## src/rtl/core/rci_mul.sv

```systemverilog
// ----------------------------------------------------------------------------
// rci_mul
// Four-stage signed multiplier built from registered 34x34 partial products.
// ----------------------------------------------------------------------------
module rci_mul #(
  parameter int W   = 33,
  parameter int SBW = 1
) (
  input  logic                  clk,
  input  logic                  rst,
  input  logic                  in_valid,
  input  logic signed [W-1:0]   a,
  input  logic signed [W-1:0]   b,
  input  logic [SBW-1:0]        sb_in,
  output logic                  out_valid,
  output logic signed [2*W-1:0] p,
  output logic [SBW-1:0]        sb_out
);

  localparam int DG = 34;
  localparam int K  = (W + DG - 1) / DG;
  localparam int XW = K * DG;

  logic [W-1:0]      ua, ub;
  logic [XW-1:0]     mag_a, mag_b;
  logic [2*DG-1:0]   pp [K*K];
  logic [2*XW-1:0]   sum_c;
  logic [2*W-1:0]    sum3;
  logic              neg1, neg2, neg3;
  logic [3:0]        vld;
  logic [SBW-1:0]    sbp [4];

  assign ua = a[W-1] ? W'(-a) : W'(a);
  assign ub = b[W-1] ? W'(-b) : W'(b);

  always_comb begin
    sum_c = '0;
    for (int i = 0; i < K; i++) begin
      for (int j = 0; j < K; j++) begin
        sum_c = sum_c + ((2*XW)'(pp[i*K+j]) << (DG*(i+j)));
      end
    end
  end

  always_ff @(posedge clk) begin
    if (rst) begin
      vld <= '0;
    end else begin
      vld <= {vld[2:0], in_valid};
    end
    sbp[0] <= sb_in;
    sbp[1] <= sbp[0];
    sbp[2] <= sbp[1];
    sbp[3] <= sbp[2];
    mag_a  <= XW'(ua);
    mag_b  <= XW'(ub);
    neg1   <= a[W-1] ^ b[W-1];
    for (int i = 0; i < K; i++) begin
      for (int j = 0; j < K; j++) begin
        pp[i*K+j] <= mag_a[i*DG +: DG] * mag_b[j*DG +: DG];
      end
    end
    neg2 <= neg1;
    sum3 <= sum_c[2*W-1:0];
    neg3 <= neg2;
    p    <= neg3 ? -signed'(sum3) : signed'(sum3);
  end

  assign out_valid = vld[3];
  assign sb_out    = sbp[3];

endmodule

```

## config.mk

```make
export PLATFORM = sky130hd
export DESIGN_NAME = rci_mul
export DESIGN_NICKNAME = d
export VERILOG_FILES = /design/src/rtl/core/rci_mul.sv
export SDC_FILE = /design/constraint.sdc
export NUM_CORES = 2
export LEC_CHECK = 0
export ABC_CLOCK_PERIOD_IN_PS = 9800
export BUFFER_PORTS_ARGS = -buffer_cell sky130_fd_sc_hd__buf_2
export CAP_MARGIN = 20
export CORE_UTILIZATION = 50
export DETAILED_ROUTE_END_ITERATION = 12
export PLACE_DENSITY = 0.74
export RECOVER_POWER = 100
export SLEW_MARGIN = 5
export SYNTH_ARGS = -nofsm -noshare
export SYNTH_HDL_FRONTEND = slang
export SYNTH_SLANG_ARGS = --single-unit
```

## constraint.sdc

```tcl
create_clock -name clk -period 9.8 [get_ports clk]
set_clock_uncertainty 0.15 [all_clocks]
set_input_delay 1.47 -clock clk [delete_from_list [all_inputs] [get_ports clk]]
set_output_delay 1.47 -clock clk [all_outputs]
set_load 0.01 [all_outputs]
```

# ---- Word-level counts from Yosys, hierarchy flattened
# Memory sizes are Yosys's and may differ from the RTL's. A register that Yosys moved wholly into a read port is not among the register bits.
# Index checks and enable logic that the tools add are counted.
dict set report totals {
  output_inout_bits 68
  elab_cells 19
  regBits 139
  n_memories 2
  ramBits 70
}
# name depth width rd rd_clocked_by_memory_dff wr line_no
set mem_list {}
lappend mem_list {pp 1 66 1 1 1 26} ;# logic [2*DG-1:0] pp [K*K];
lappend mem_list {sbp 4 1 4 0 4 31} ;# logic [SBW-1:0] sbp [4];
dict set report classes {
  bitwise_logic 1
  multipliers 1
  add_sub_neg 3
  muxes 3
}
# cell count
set op_table {}
lappend op_table {{33-bit by 33-bit multiplier with 66-bit output} 1}
lappend op_table {{66-bit two-way mux} 1}
lappend op_table {{33-bit negator} 2}
lappend op_table {{66-bit negator} 1}
lappend op_table {{32-bit two-way mux} 2}
lappend op_table {{1-bit bitwise XOR} 1}

# ---- Longest topological paths before layout
dict set report depth {
  word_depth 2
  depth_mapped 30
}

# ---- Worst setup path before layout
# Ideal clock, no wire load.
dict set report synth_timing {
  path_type {reg2reg}
  startpoint {register mag_a[27]}
  endpoint {memory pp[0][62] (netlist bit)}
  path_slack_ns 2.072
  required_ns 9.514
  t_arrival_ns 7.442
  period_less_slack_ns 7.728
  setup_ns 0.136
  path_stages_with_launch 29
  cell_sequence {dfxtp_1 clkbuf_1 and2_1 fa_1 inv_1 fa_1 inv_1 fa_1 inv_1 fa_1 inv_1 fa_1 fa_1 fa_1 inv_1 fa_1 inv_1 ha_1 clkbuf_1 a21oi_1 o21ai_0 a21o_1 a2111o_1 a31oi_1 nor3_1 or2_2 a41oi_1 mux2i_1 o2111ai_1}
}
dict set report synth_via {
  elab_chain_cells 1
}
# element line_no
set synth_rtl {}
lappend synth_rtl {{start, declared} 25} ;# logic [XW-1:0] mag_a, mag_b;
lappend synth_rtl {{start signal, assigned} 55} ;# mag_a <= XW'(ua);
lappend synth_rtl {{33-bit by 33-bit multiplier with 66-bit output} 60} ;# pp[i*K+j] <= mag_a[i*DG +: DG] * mag_b[j*DG +: DG];
lappend synth_rtl {{end, declared} 26}
# Every way passes these cells.

# ---- Final worst setup path
dict set report layout_timing {
  startpoint {register mag_b[3]}
  endpoint {memory pp[0][62] (netlist bit)}
}
dict set report layout_via {
  elab_chain_cells 1
}
# element line_no
set layout_rtl {}
lappend layout_rtl {{start, declared} 25}
lappend layout_rtl {{start signal, assigned} 56} ;# mag_b <= XW'(ub);
lappend layout_rtl {{33-bit by 33-bit multiplier with 66-bit output} 60}
# Every way passes these cells.

==> flow_results.org <==
** STA
- Slew at the pin closest to its max-slew limit :: 2.40 ns
- Worst-case headroom to the max-slew limit :: -60.1%
- Fmax :: 112 MHz
- The number of slew-limit violations in the final report came to 67.
- Setup TNS Final :: 0 ns
- Setup repair after global routing missed its margin :: false
- Share of the clock period used by the worst path after layout :: 91.2%
- The hold violation count in the final report is 0.
- For the finished layout, the period the worst path requires is 8.93 ns.
- Setup violations remaining at the end of the flow were counted as 0.

** Worst setup path
- The critical path is of the flip-flop to flip-flop type.
- Critical path buffers and inverters :: 7
- Launching element type of the critical path :: flip-flop
- Along the worst path, the maximum fanout reaches 21.
- STA puts the critical path data arrival time at 9.22 ns.
- The largest single stage delay on the critical path is 0.76 ns.
- The most numerous cell type found on the critical path is fa_1.
- Category of the worst setup path capture point :: flip-flop
- Cell class contributing the biggest share of worst-path delay :: adder cells
- Cell type of the slowest stage on the worst timing path :: dfxtp_1
- Data required time of the critical path :: 10.09 ns
- For flop-to-flop paths, the worst setup slack is 0.87 ns.

** Clock tree
- The number of gates resized after CTS was 0.
- H-tree level count :: 2
- Clock Sink Count :: 275
- The number of setup buffers added after CTS is 0.
- Clock-pin slew was measured on the worst setup and hold paths at 0.06 ns.
- After clock tree synthesis, the flow added hold-fix buffers numbering 0.
- CTS buffer count :: 34
- The clock reaches the later pin of the worst-skew pair after 0.58 ns.
- Cell chosen for the clock root :: clkbuf_16
- The clock passes through at most 3 buffers.
- TritonCTS built the clock tree.

** Detailed routing
- Across all layers, the routed design uses 30.8k vias.
- For this block, the routed nets add up to 110000 µm of wire.
- Routed wire length per instance :: 18.9 µm
- The count of nets left with antenna violations once routing finished came out at 0.
- The first TritonRoute pass finished after 5 iterations.
- Using the TritonRoute via totals, the vias-per-cell ratio works out to 5.30.
- In the routed design, unresolved DRC markers number 0.
- Drt first-iter violations :: 2050

** Logic synthesis
- Summed over its instances, the top area cell type makes up 44.2% of the synthesized netlist area.
- Post-synth top flop :: dfxtp_1
- Of all cell types, the one taking the most synthesized area is fa_1.
- Netlist area before placement :: 0.0434 mm²
- Post-synth net total :: 5938
- Top post-synthesis cells by count :: 1045 x inv_1, 958 x fa_1, 616 x nand2_1
- Synth area leaders :: fa_1 44%, dfxtp_1 13%, inv_1 9.0%, and2_1 8.1%, ha_1 7.7%
- Counting distinct cell types in the post-synthesis netlist gives 64.
- Post-synthesis instance total :: 4642
- Leading cell type by number of instances after synthesis :: inv_1
- Number of warnings reported in the yosys synthesis log :: 0
- Flops & latches, synth :: 275
- Share of the yosys chip area belonging to registers :: 12.7%
- Post-synth ARST share :: 0%
- The average instance in the mapped netlist occupies 9.35 µm².
- Number of synthesized flops with an enable pin :: 0

** Floorplanning
- The die covers 0.0880 mm².
- # IOs :: 138
- Placeable core region :: 0.0855 mm²
- In this run the horizontal extent of the chip is 297 µm.
- Placement row count :: 107
- Once the floorplan was initialized, standard cells occupied 50.8% of the core.
- The die is 297 µm tall.

** Placement
- Detailed placement ended at an HPWL of 90400 µm.
- Port buffering added 137 buffers.
- The congestion estimate from routability-driven global placement came to 0.946.

** GRT
- The first global-routing pass estimated 178000 µm of wire.
- After global routing the overflow that remains totals 0.
- Across every metal layer, demand over resource in global routing totals 26.3%.
- The number of antenna violations at the first check in global routing is 2.
- Number of global-route vias before repair :: 33.1k
- Entering global routing, the biggest net connects 67 pins.

** Flow run
- Across the run, the number of max-cap violations was 1.

** Status
- Violations in the final reports :: max-capacitance violations, max-slew violations
- The flow ran to the end, but the final reports show violations.

** Worst hold path
- The min-delay analysis places its worst path in the category flip-flop to flip-flop.

** Cells and area
- Nets :: 5937
- Fraction of final layout cells with drive strength greater than 1 :: 4.10%
- The area growth from synthesis to layout is 6.19%.
[layout by cell type, fill, tap and decap left out, drive strengths merged, types with 8 or more instances in the layout]
master and count:
fa 958, and2 560, xor2 30, o21bai 10
nand2 616, clkbuf 126, dfxtp 275, ha 268
or4 24, buf 127, inv 1048, a31oi 15
a21o 22, or3 14, nor2 40, nand3 21
xnor2 159, nand2b 11, nand4 18, nor4 8
o21ai 87, o41ai 22, a21oi 79, o31ai 36
nor3 9
[layer usage]
metal | vias to the layer above | share of wire [%] | GRT usage [%]
met5 | - | 0 | 0
met4 | 0 | 6.6 | 15.6
met3 | 310 | 6.5 | 3.63
met2 | 1173 | 49 | 44.6
met1 | 15700 | 38 | 31.9
li1 | 13600 | - | -
[worst reg2reg max path: stages, from the launching register on]
cell and delay [ns]:
dfxtp_1 0.76, buf_4 0.38, nand2_1 0.13, fa_1 0.56, inv_1 0.05, fa_1 0.48, inv_1 0.05, fa_1 0.49
fa_1 0.56, inv_1 0.06, fa_1 0.53, fa_1 0.51, fa_1 0.64, inv_1 0.09, fa_1 0.49, inv_1 0.04
ha_1 0.35, a21oi_1 0.27, a21boi_0 0.17, a2111o_1 0.41, a31oi_1 0.20, clkbuf_1 0.28, nor3_1 0.09, or2_2 0.33
a41oi_1 0.36, mux2i_1 0.24, o2111ai_1 0.13
[flip-flops by register name (all words and copies together) (netlist names)]
register  cells
neg3          1
pp           66
neg1          1
mag_a        33
mag_b        33
p            66
vld           4
neg2          1
sum3         66
sbp           4
[path summary, 6_finish.rpt]
kind / from / cells after the start / end
worst max-delay path: mag_b[3]$_DFF_P_ / 26 / pp[0][62]$_DFF_P_
worst min-delay path: pp[0][44]$_DFF_P_ / 0 / sum3[44]$_DFF_P_
worst max register to register: mag_b[3]$_DFF_P_ / 26 / pp[0][62]$_DFF_P_
worst min register to register: pp[0][44]$_DFF_P_ / 0 / sum3[44]$_DFF_P_
[stage by stage]
stage / cells / area, µm² / util [%] / hold WS (ns) / setup WS, ns
2_1_floorplan: 4642 / 43400 / - / 0.160 / 2.07
3_3_place_gp: 5745 / 45100 / 52.7 / 0.160 / 1.21
3_5_place_dp: 5747 / 45100 / 52.8 / 0.162 / 1.19
4_1_cts: 5806 / 46200 / 54.0 / 0.169 / 1.14
5_1_grt: 5808 / 46100 / 53.9 / 0.176 / 0.331
6_report: 5809 / 46100 / 53.9 / 0.168 / 0.867
[cells by family after synthesis]
kind of cell | synth area share [%]
adders and majority gates | 51.9
muxes | 0.0231
AOI/OAI and AO/OA | 4.56
DFF | 12.7
xor gates and xnor gates | 3.81
buffers and inverters | 11.2
and+or+nand+nor | 15.9
[area by class of cell]
cell class / count / area [µm²]
fill: 7554 / 39400
multi-input combinational: 3078 / 33000
sequential: 275 / 5510
inverter: 1045 / 3920
tap: 1144 / 1430
timing repair buffer: 207 / 1150
clock buffer: 46 / 936
clock inverter: 13 / 159
antenna: 1 / 2.50
Power is left out: the tool's default activity adds up to more than one toggle a clock period on the data nets, which glitch-free logic cannot reach.
